===== config.mk =====
export PLATFORM = sky130hd
export DESIGN_NAME = rle_literal_run_encoder
export DESIGN_NICKNAME = d
export VERILOG_FILES = /design/src/hw/rtl/rle_pkg.sv /design/src/hw/rtl/rle_ctrl.sv /design/src/hw/rtl/rle_datapath.sv /design/src/hw/rtl/rle_literal_run_encoder.sv
export SDC_FILE = /design/constraint.sdc
export NUM_CORES = 1
export LEC_CHECK = 0
export ABC_AREA = 1
export BUFFER_PORTS_ARGS = -buffer_cell sky130_fd_sc_hd__buf_2
export CORE_UTILIZATION = 47
export CTS_BUF_LIST = sky130_fd_sc_hd__clkbuf_8
export CTS_CLUSTER_SIZE = 10
export DETAILED_ROUTE_END_ITERATION = 7
export HOLD_SLACK_MARGIN = 0.05
export SLEW_MARGIN = 10
export SYNTH_ARGS = -nofsm -noshare
export SYNTH_HDL_FRONTEND = slang
export SYNTH_SLANG_ARGS = --single-unit

===== constraint.sdc =====
create_clock -name clock -period 5.8 [get_ports clock]
set_input_delay 0.87 -clock clock [delete_from_list [all_inputs] [get_ports clock]]
set_output_delay 0.87 -clock clock [all_outputs]
set_load 0.01 [all_outputs]

===== src/hw/rtl/rle_pkg.sv =====
// Shared types and constants for the run-length encoder with literal runs.
// Used by rle_ctrl, rle_datapath and rle_literal_run_encoder; no dependencies.
package rle_pkg;

   localparam int MAX_LITERAL  = 63;
   localparam int MAX_RUN      = 128;
   localparam int LIT_HDR_BASE = 128;

   localparam int BYTE_W    = 8;
   localparam int CNT_W     = 8;
   localparam int LIT_IDX_W = $clog2(MAX_LITERAL);
   localparam int LIT_N_W   = $clog2(MAX_LITERAL + 1);

   typedef enum logic [2:0] {
      ST_IDLE,
      ST_COUNT,
      ST_RBYTE,
      ST_HDR,
      ST_LIT,
      ST_TERM
   } state_type;

   typedef enum logic [2:0] {
      SEL_COUNT,
      SEL_RBYTE,
      SEL_HDR,
      SEL_LIT,
      SEL_TERM
   } out_sel_type;

   typedef struct packed {
      logic        accept;
      logic        load;
      out_sel_type sel;
      logic        last;
   } ctl_cmd_type;

   typedef struct packed {
      logic out_free;
      logic has_pair;
      logic has_lit;
      logic has_term;
      logic term;
      logic lit_done;
   } dp_sts_type;

endpackage


===== src/hw/rtl/rle_ctrl.sv =====
// Sequencer for the encoder: accepts a transaction and steps through its results.
// Depends on rle_pkg; drives rle_datapath through ctl_cmd_type.
module rle_ctrl (
   input  logic                 clock,
   input  logic                 reset,
   input  logic                 req_tvalid,
   output logic                 req_tready,
   input  rle_pkg::dp_sts_type  sts,
   output rle_pkg::ctl_cmd_type cmd
);

   rle_pkg::state_type state_ff, state_in;
   logic               accept;

   assign req_tready = (state_ff == rle_pkg::ST_IDLE);
   assign accept     = req_tvalid && req_tready;

   always_ff @(posedge clock) begin
      if (reset) begin
         state_ff <= rle_pkg::ST_IDLE;
      end else begin
         state_ff <= state_in;
      end
   end

   always_comb begin
      state_in = state_ff;
      case (state_ff)
         rle_pkg::ST_IDLE: begin
            if (accept) begin
               if (sts.has_pair)      state_in = rle_pkg::ST_COUNT;
               else if (sts.has_lit)  state_in = rle_pkg::ST_HDR;
               else if (sts.has_term) state_in = rle_pkg::ST_TERM;
            end
         end
         rle_pkg::ST_COUNT: begin
            if (sts.out_free) state_in = rle_pkg::ST_RBYTE;
         end
         rle_pkg::ST_RBYTE: begin
            if (sts.out_free) state_in = sts.term ? rle_pkg::ST_TERM : rle_pkg::ST_IDLE;
         end
         rle_pkg::ST_HDR: begin
            if (sts.out_free) state_in = rle_pkg::ST_LIT;
         end
         rle_pkg::ST_LIT: begin
            if (sts.out_free && sts.lit_done) begin
               state_in = sts.term ? rle_pkg::ST_TERM : rle_pkg::ST_IDLE;
            end
         end
         rle_pkg::ST_TERM: begin
            if (sts.out_free) state_in = rle_pkg::ST_IDLE;
         end
         default: begin
            state_in = rle_pkg::ST_IDLE;
         end
      endcase
   end

   always_comb begin
      cmd        = '0;
      cmd.accept = accept;
      cmd.sel    = rle_pkg::SEL_TERM;
      case (state_ff)
         rle_pkg::ST_COUNT: begin
            cmd.load = sts.out_free;
            cmd.sel  = rle_pkg::SEL_COUNT;
         end
         rle_pkg::ST_RBYTE: begin
            cmd.load = sts.out_free;
            cmd.sel  = rle_pkg::SEL_RBYTE;
            cmd.last = !sts.term;
         end
         rle_pkg::ST_HDR: begin
            cmd.load = sts.out_free;
            cmd.sel  = rle_pkg::SEL_HDR;
         end
         rle_pkg::ST_LIT: begin
            cmd.load = sts.out_free;
            cmd.sel  = rle_pkg::SEL_LIT;
            cmd.last = sts.lit_done && !sts.term;
         end
         rle_pkg::ST_TERM: begin
            cmd.load = sts.out_free;
            cmd.sel  = rle_pkg::SEL_TERM;
            cmd.last = 1'b1;
         end
         default: begin
            cmd.load = 1'b0;
         end
      endcase
   end

`ifndef SYNTHESIS
   a_ready_only_idle: assert property (@(posedge clock) disable iff (reset)
      req_tready |-> !cmd.load)
      else $error("load issued while accepting");
   a_lit_follows_hdr: assert property (@(posedge clock) disable iff (reset)
      (state_ff == rle_pkg::ST_HDR) && sts.out_free |=> (state_ff == rle_pkg::ST_LIT))
      else $error("header not followed by literals");
   a_term_last: assert property (@(posedge clock) disable iff (reset)
      cmd.load && (cmd.sel == rle_pkg::SEL_TERM) |-> cmd.last)
      else $error("terminator not marked last");
`endif

endmodule


===== src/hw/rtl/rle_datapath.sv =====
// Encoder datapath: run/literal state, literal memory and the output register.
// Depends on rle_pkg; controlled by rle_ctrl.
module rle_datapath (
   input  logic                         clock,
   input  logic                         reset,
   input  rle_pkg::ctl_cmd_type         cmd,
   output rle_pkg::dp_sts_type          sts,
   input  logic [rle_pkg::BYTE_W-1:0]   req_tdata,
   input  logic                         req_tlast,
   input  logic                         rsp_tready,
   output logic                         rsp_tvalid,
   output logic [rle_pkg::BYTE_W-1:0]   rsp_tdata,
   output logic                         rsp_tuser,
   output logic                         rsp_tlast
);

   logic [rle_pkg::BYTE_W-1:0]    lit_mem [rle_pkg::MAX_LITERAL];

   logic [rle_pkg::CNT_W-1:0]     cnt_ff, cnt_in;
   logic [rle_pkg::BYTE_W-1:0]    run_byte_ff, run_byte_in;
   logic                          in_repeat_ff, in_repeat_in;
   logic [rle_pkg::BYTE_W-1:0]    last_lit_ff, last_lit_in;

   logic [rle_pkg::CNT_W-1:0]     emit_count_ff;
   logic [rle_pkg::BYTE_W-1:0]    emit_byte_ff;
   logic [rle_pkg::LIT_N_W-1:0]   lit_n_ff;
   logic                          term_ff;
   logic [rle_pkg::LIT_IDX_W-1:0] lit_idx_ff, lit_idx_in;
   logic [rle_pkg::BYTE_W-1:0]    rd_data_ff;

   logic                          out_valid_ff, out_valid_in;
   logic [rle_pkg::BYTE_W-1:0]    out_byte_ff, out_byte_in;
   logic                          out_term_ff, out_term_in;
   logic                          out_last_ff;

   logic                          plan_pair;
   logic [rle_pkg::LIT_N_W-1:0]   plan_lit_n;
   logic                          wr_en;
   logic [rle_pkg::LIT_IDX_W-1:0] wr_addr;
   logic                          lit_done;

   always_comb begin
      cnt_in       = cnt_ff;
      run_byte_in  = run_byte_ff;
      in_repeat_in = in_repeat_ff;
      last_lit_in  = last_lit_ff;
      plan_pair    = 1'b0;
      plan_lit_n   = '0;
      wr_en        = 1'b0;
      wr_addr      = '0;
      if (req_tlast) begin
         plan_pair = in_repeat_ff && (cnt_ff != '0);
         if (!in_repeat_ff) plan_lit_n = rle_pkg::LIT_N_W'(cnt_ff);
         cnt_in       = '0;
         run_byte_in  = '0;
         in_repeat_in = 1'b0;
      end else if (in_repeat_ff) begin
         if (req_tdata == run_byte_ff) begin
            if (cnt_ff < rle_pkg::CNT_W'(rle_pkg::MAX_RUN)) begin
               cnt_in = cnt_ff + 1'b1;
            end else begin
               plan_pair = 1'b1;
               cnt_in    = rle_pkg::CNT_W'(1);
            end
         end else begin
            plan_pair    = 1'b1;
            wr_en        = 1'b1;
            last_lit_in  = req_tdata;
            cnt_in       = rle_pkg::CNT_W'(1);
            in_repeat_in = 1'b0;
         end
      end else if (cnt_ff == '0) begin
         wr_en       = 1'b1;
         last_lit_in = req_tdata;
         cnt_in      = rle_pkg::CNT_W'(1);
      end else if (req_tdata == last_lit_ff) begin
         plan_lit_n   = rle_pkg::LIT_N_W'(cnt_ff - 1'b1);
         run_byte_in  = req_tdata;
         cnt_in       = rle_pkg::CNT_W'(2);
         in_repeat_in = 1'b1;
      end else begin
         wr_en       = 1'b1;
         wr_addr     = cnt_ff[rle_pkg::LIT_IDX_W-1:0];
         last_lit_in = req_tdata;
         if ((cnt_ff + 1'b1) >= rle_pkg::CNT_W'(rle_pkg::MAX_LITERAL)) begin
            plan_lit_n = rle_pkg::LIT_N_W'(cnt_ff + 1'b1);
            cnt_in     = '0;
         end else begin
            cnt_in = cnt_ff + 1'b1;
         end
      end
   end

   always_ff @(posedge clock) begin
      if (reset) begin
         cnt_ff       <= '0;
         run_byte_ff  <= '0;
         in_repeat_ff <= 1'b0;
         term_ff      <= 1'b0;
      end else if (cmd.accept) begin
         cnt_ff       <= cnt_in;
         run_byte_ff  <= run_byte_in;
         in_repeat_ff <= in_repeat_in;
         term_ff      <= req_tlast;
      end
   end

   always_ff @(posedge clock) begin
      if (cmd.accept) begin
         last_lit_ff   <= last_lit_in;
         emit_count_ff <= cnt_ff;
         emit_byte_ff  <= run_byte_ff;
         lit_n_ff      <= plan_lit_n;
      end
   end

   // literal memory: write on accept, read one ahead of the emit index
   always_ff @(posedge clock) begin
      if (cmd.accept && wr_en) begin
         lit_mem[wr_addr] <= req_tdata;
      end
      rd_data_ff <= lit_mem[lit_idx_in];
   end

   assign lit_done = (lit_idx_ff == rle_pkg::LIT_IDX_W'(lit_n_ff - 1'b1));

   always_comb begin
      lit_idx_in = lit_idx_ff;
      if (cmd.load && (cmd.sel == rle_pkg::SEL_HDR)) begin
         lit_idx_in = '0;
      end else if (cmd.load && (cmd.sel == rle_pkg::SEL_LIT) && !lit_done) begin
         lit_idx_in = lit_idx_ff + 1'b1;
      end
   end

   always_ff @(posedge clock) begin
      if (reset) begin
         lit_idx_ff <= '0;
      end else begin
         lit_idx_ff <= lit_idx_in;
      end
   end

   always_comb begin
      out_term_in = 1'b0;
      case (cmd.sel)
         rle_pkg::SEL_COUNT: out_byte_in = emit_count_ff;
         rle_pkg::SEL_RBYTE: out_byte_in = emit_byte_ff;
         rle_pkg::SEL_HDR: begin
            out_byte_in = rle_pkg::BYTE_W'(rle_pkg::LIT_HDR_BASE)
                        + rle_pkg::BYTE_W'(lit_n_ff);
         end
         rle_pkg::SEL_LIT:   out_byte_in = rd_data_ff;
         rle_pkg::SEL_TERM: begin
            out_byte_in = '0;
            out_term_in = 1'b1;
         end
         default:            out_byte_in = '0;
      endcase
   end

   assign out_valid_in = cmd.load ? 1'b1 : (out_valid_ff && !rsp_tready);

   always_ff @(posedge clock) begin
      if (reset) begin
         out_valid_ff <= 1'b0;
      end else begin
         out_valid_ff <= out_valid_in;
      end
   end

   always_ff @(posedge clock) begin
      if (cmd.load) begin
         out_byte_ff <= out_byte_in;
         out_term_ff <= out_term_in;
         out_last_ff <= cmd.last;
      end
   end

   assign rsp_tvalid = out_valid_ff;
   assign rsp_tdata  = out_byte_ff;
   assign rsp_tuser  = out_term_ff;
   assign rsp_tlast  = out_last_ff;

   always_comb begin
      sts          = '0;
      sts.out_free = !out_valid_ff || rsp_tready;
      sts.has_pair = plan_pair;
      sts.has_lit  = (plan_lit_n != '0);
      sts.has_term = req_tlast;
      sts.term     = term_ff;
      sts.lit_done = lit_done;
   end

`ifndef SYNTHESIS
   a_run_cap: assert property (@(posedge clock) disable iff (reset)
      in_repeat_ff |-> (cnt_ff != '0) && (cnt_ff <= rle_pkg::CNT_W'(rle_pkg::MAX_RUN)))
      else $error("run count out of range");
   a_lit_cap: assert property (@(posedge clock) disable iff (reset)
      !in_repeat_ff |-> (cnt_ff < rle_pkg::CNT_W'(rle_pkg::MAX_LITERAL)))
      else $error("literal count out of range");
   a_no_overrun: assert property (@(posedge clock) disable iff (reset)
      out_valid_ff && !rsp_tready |-> !cmd.load)
      else $error("output register overwritten");
`endif

endmodule


===== src/hw/rtl/rle_literal_run_encoder.sv =====
// Top level of the byte-stream run-length encoder with literal runs.
// Depends on rle_pkg; instantiates rle_ctrl and rle_datapath.
//
// Takes one byte per req transaction (req_tlast marks end of input) and emits
// repeat sequences (count 1..128, byte) and literal sequences (128+n, n bytes,
// n up to 63); end of input flushes what is pending and then sends a
// terminator (rsp_tuser high, data 0). rsp_tlast marks the last result of each
// input transaction. An input that yields no result leaves the sequencer idle;
// otherwise it loads one result per cycle into the output register while that
// register is free (empty or rsp_tready high), and accepts again only once
// the last of them is loaded. The literal memory holds the pending literal
// bytes and is read one entry per loaded result during a flush.
module rle_literal_run_encoder (
   input  logic                       clock,
   input  logic                       reset,
   input  logic                       req_tvalid,
   output logic                       req_tready,
   input  logic [rle_pkg::BYTE_W-1:0] req_tdata,  // [7:0] data_byte
   input  logic                       req_tlast,  // end_of_input
   output logic                       rsp_tvalid,
   input  logic                       rsp_tready,
   output logic [rle_pkg::BYTE_W-1:0] rsp_tdata,  // [7:0] out_byte
   output logic                       rsp_tuser,  // [0] is_terminator
   output logic                       rsp_tlast   // last
);

   rle_pkg::ctl_cmd_type cmd;
   rle_pkg::dp_sts_type  sts;

   rle_ctrl u_ctrl (
      .clock      (clock),
      .reset      (reset),
      .req_tvalid (req_tvalid),
      .req_tready (req_tready),
      .sts        (sts),
      .cmd        (cmd)
   );

   rle_datapath u_datapath (
      .clock      (clock),
      .reset      (reset),
      .cmd        (cmd),
      .sts        (sts),
      .req_tdata  (req_tdata),
      .req_tlast  (req_tlast),
      .rsp_tready (rsp_tready),
      .rsp_tvalid (rsp_tvalid),
      .rsp_tdata  (rsp_tdata),
      .rsp_tuser  (rsp_tuser),
      .rsp_tlast  (rsp_tlast)
   );

endmodule

* Word-level counts from Yosys, hierarchy flattened *
Memories as Yosys holds them, arrays and structs flattened. A register that Yosys moved wholly into a read port is not among the register bits.
Index checks and enable logic that the tools add are counted.

cells by class
  add/subtract/negate cells = 5
  $lt $le $gt $ge = 2
  eq/ne operators = 23
  mux-type cells = 60
  bitwise gates (word level) = 1
  reduce and logical (&&, ||, !) cells = 24

operators by type and width
  cell                                                                                  number
  8-bit 2-to-1 mux                                                                      15
  6-bit 2-to-1 mux                                                                      12
  8-bit case mux with 4 select lines                                                    1
  3-bit 2-to-1 mux                                                                      10
  1-bit 2-to-1 mux                                                                      19
  3-bit case mux with 6 select lines                                                    1
  8-bit == test                                                                         2
  3-bit by 2-bit == test with 1-bit output (second input constant)                      4
  3-bit case mux with 4 select lines                                                    1
  6-bit by 1-bit subtractor with 6-bit output (second input constant)                   2
  2-bit by 1-bit != test with 1-bit output (second input constant)                      5
  3-bit == test (second input constant)                                                 3
  1-bit logical AND                                                                     9
  8-bit by 1-bit adder with 8-bit output (second input constant)                        1
  8-bit by 6-bit adder with 8-bit output (first input constant)                         1
  8-bit by 6-bit greater-or-equal comparator with 1-bit output (second input constant)  1
  8-bit logical NOT                                                                     1
  8-bit less-than comparator (second input constant)                                    1
  2-bit != test (second input constant)                                                 4
  4-bit AND reduction                                                                   2
  8-bit nonzero test                                                                    1
  7-bit AND reduction                                                                   1
  6-bit by 1-bit adder with 6-bit output (second input constant)                        1
  3-bit by 1-bit == test with 1-bit output (second input constant)                      2
  11 further kinds                                                                      15

storage, ports and cells
  register bits = 68
  memory bits (writable) = 504
  bits of input ports = 13
  output and inout port bits = 12
  memories kept = 1

memory list
  name                depth  width  rd ports  clocked after memory_dff  write ports  line                RTL
  u_datapath.lit_mem  63     8      1         1                         1            rle_datapath.sv:17  logic [rle_pkg::BYTE_W-1:0] lit_mem [rle_pkg::MAX_LITERAL];

* Logic depth before layout (Yosys ltp) *
  depth in word-level cells = 12
  gate-level depth with buffers = 23

* Hierarchy *
From an unflattened synthesis, not the netlist that was laid out.

unflattened totals
  cell total of the unflattened synthesis = 2682
  area total of the unflattened synthesis = 26797.0 um^2

modules (own cells, without submodules)
  module        times used  cells each  area each (um^2)
  rle_datapath  1           2622        26464.1
  rle_ctrl      1           60          332.8

* Worst setup path before layout *
OpenSTA, ideal clock, no wires.

  path type = input to register
  start point = input port req_tvalid
  end point = memory u_datapath.lit_mem[32][0] in the netlist's numbering (enable)
  setup time = 395 ps
  arrival time = 3373 ps
  setup slack = 2032 ps
  stages on the path = 8
  path buffers = 0
  cells stage by stage = inv_1 -> nor2_2 -> inv_2 -> nor2_2 -> inv_1 -> nor2_1 -> nand3_1 -> nor4_1

RTL lines
  element      line                           RTL
  from (decl)  rle_literal_run_encoder.sv:16  input logic req_tvalid,
  to (decl)    rle_datapath.sv:17

==> out/metrics.cfg <==
[worst_setup_path]
worst_setup_path_end_kind=flip-flop
rr_worst_depth=12
path_max_fanout=25
setup.worst_path.end=u_datapath.lit_mem[56][3]
arrival_ns=5.04
critPathRequiredTime_ns=6.11
worst_r2r_endpoint=u_datapath.lit_mem[56][3]
crit_start=u_ctrl.state_ff[0]
r2r_start=u_ctrl.state_ff[0]
r2r_slack_ns=1.07
path_class=reg2reg
critPathLaunchType=flip-flop

[clock_tree]
h-tree-depth=3
cts_tree=built
postCtsResizedCells=0
insertion_delay_ns=0.69
cts.sinks=580
ctsHoldBuffers=0
clkTransAtPathRegs_ns=0.06
clockBufferDepth=3
cts_buffers=96
cts_root_buffer=clkbuf_8
post_cts_buffers=0

[yosys]
synth_top_family_by_area=simple AND/OR/NAND/NOR gates
synth.area.top_cells=edfxtp_1 (61%), nand3_1 (8.8%), nand2_1 (7.9%)
synthesis.nets=2726
synthAdderAreaFrac=0.00328
ys_seq_area_frac=0.639
yosysTopAreaCell=edfxtp_1
synth_compound_area_frac=0.0147
avgSynthCellArea_um2=9.87
synth_edf_count=544
synthArstFlopShare=0
synth.most_common_cell=nand2_1
synthCells=2706
synth_common_cells=nand2_1 (563), edfxtp_1 (544), inv_1 (510)
netlist_area_um2=26700
synth_cell_types=40
synth_warnings=0
synth_seq_cells=580
synth_xor_xnor_area_share=0.00459
synth.mux.area_fraction=0
synth_ff_type=edfxtp_1
synthSimpleGateAreaFrac=0.238
synth_top_area_frac=0.612

[power]
vdd_drop_max_uv=418
p_per_area_nw_per_um2=433
clockPowerShare=0.266
power_frac_seq=0.385
p_leak_nw=12.3
combPwrFrac=0.349
swShare=0.391
intPower_mw=7.69
switchingPower_mw=4.93

[placement]
place.gp.congestion=0.931
port_buffers=24
dp.cells=3379
dp_hpwl_mm=44.8

[route]
wire_per_inst_um=20.8
drc_errors=0
drt-total-wl_mm=73.7
dr_total_vias=19400
first_pass_iters=6
viasPerCell=5.48
drt_iter0_drc=2114
ant_nets=0

[finish]
antenna_cells=0
layout.nets=2741
final_cells=3551
areaGrowthSynthToFinish_pct=9.16
fillers=5094
drive_above_1_share=0.0816

[floorplan]
pin_count=25
core-area_um2=56300
rows=87
initial_utilization=0.475
die_w_um=240
die_h_um=240
dieArea_um2=57800

[timing]
fin_crit_ns=4.73
finalSetupViolCount=0
finalHoldViolCount=0
tns_ns=0
finalCritPeriodShare=0.816
whs_ns=0.477
rsz0062_at_grt=false
fmax_mhz=211
max_slew_margin=0.276
clock_skew_ns=0.0273
tightest_slew_ns=1.08
slew_viol_final=0

[job]
max-cap-violations=0

[global_route]
grt_start_max_net_pins=180
antenna_found_initial=0
grt_usage=0.260
grt_pass1_vias=18700
overflow=0
grt_pass1_wl_mm=112

[hold_path]
hold_path.class=reg2reg

[status]
status=complete, no violations

state kept, by name, indices dropped and copies added (netlist names), 3 cells and up:
name and count:
u_datapath.emit_byte_ff 8, u_datapath.emit_count_ff 8, u_datapath.rsp_tdata 8, u_datapath.last_lit_ff 8
u_datapath.lit_idx_ff 6, u_datapath.lit_n_ff 6, u_datapath.lit_mem 504, u_datapath.run_byte_ff 8
u_ctrl.state_ff 3, u_datapath.rd_data_ff 8, u_datapath.cnt_ff 8
final cells by class:
cell class / count / area (µm²) / area share
multi-input cells: 1460 / 6980 / 0.240
inverters: 523 / 1970 / 0.0675
clock buffers: 101 / 1390 / 0.0477
clock inverters: 71 / 377 / 0.0129
flip-flops and latches: 580 / 17100 / 0.585
well taps: 756 / 946 / 0.0325
repair buffers: 60 / 428 / 0.0147
power by group through the flow:
stage	Clock, mW	Combinational, mW	Sequential (mW)
floorplan	0	3.00	4.93
global placement	0	4.32	4.95
detailed placement	0	4.34	4.95
CTS	3.41	4.36	4.86
global route	3.58	4.81	4.88
finish	3.36	4.40	4.86
cells by family after synthesis:
group | after synthesis
AO/OA/AOI/OAI | 67
flip-flops | 580
buffers and inverters | 666
adder cells (fa/ha/maj) | 7
XOR/XNOR | 14
AND/OR/NAND/NOR | 1372
metal layers:
metal,up-vias,global-route usage,routed length (µm)
met2,789,0.419,34600
met1,9419,0.358,32000
met4,0,0.0942,2180
li1,9099,-,-
met5,-,0,0
met3,139,0.0375,5060
cell usage in the layout, fill, tap and decap left out, types with 2 or more instances in the layout:
cell type / count
bufinv_16: 3
or2_2: 9
nand3_1: 472
nor3_1: 7
o2111ai_1: 5
inv_1: 543
clkinv_2: 15
ha_1: 7
o21ai_0: 15
dfxtp_1: 36
nor3_2: 3
nor2_4: 3
o211ai_1: 6
inv_4: 2
nand3b_1: 4
xnor2_1: 3
nor2_1: 110
a221oi_1: 4
a21oi_1: 33
xor2_1: 11
nor4_1: 2
inv_2: 10
nand2_1: 563
clkbuf_8: 101
edfxtp_1: 544
nand3_4: 3
nand3_2: 2
nand2_2: 4
clkinv_1: 18
clkinvlp_4: 2
buf_4: 33
buf_12: 3
nor2_2: 7
nand4_1: 180
buf_2: 24
critical path, stage by stage (launching register included):
cell     delay [ns]
dfxtp_1        0.33
nor2_1         0.10
inv_1          0.06
nor2_1         0.19
inv_1          0.13
nor2_2         0.09
buf_4          0.32
inv_2          0.16
nor2_2         0.33
inv_1          0.13
nor2_1         0.53
nand4_1        1.00
nor2_1         0.98
worst min path at each step:
| stage | from | endpoint | slack [ns] | cells past startpoint |
|---|---|---|---|---|
| after floorplan | u_datapath.cnt_ff[2] | u_datapath.emit_count_ff[2] | 0.40 | 0 |
| after global placement | u_datapath.cnt_ff[7] | u_datapath.emit_count_ff[7] | 0.47 | 0 |
| after detailed placement | u_datapath.cnt_ff[7] | u_datapath.emit_count_ff[7] | 0.47 | 0 |
| after CTS | req_tdata[2] | u_datapath.last_lit_ff[2] | 0.48 | 1 |
| after global routing | u_datapath.cnt_ff[7] | u_datapath.emit_count_ff[7] | 0.49 | 0 |
| final | u_datapath.cnt_ff[7] | u_datapath.emit_count_ff[7] | 0.48 | 0 |
metrics by stage:
| step | setup WS, ns | cell area, µm² | total power, mW | util |
|---|---|---|---|---|
| after floorplan | 2.03 | 26700 | 7.93 | - |
| after global placement | 0.746 | 27400 | 9.27 | 0.486 |
| after detailed placement | 0.600 | 27400 | 9.29 | 0.486 |
| after CTS | 1.10 | 29100 | 12.6 | 0.518 |
| after global routing | 0.797 | 29100 | 13.3 | 0.518 |
| final | 1.07 | 29100 | 12.6 | 0.518 |
Power figures use the tool's default switching activity.
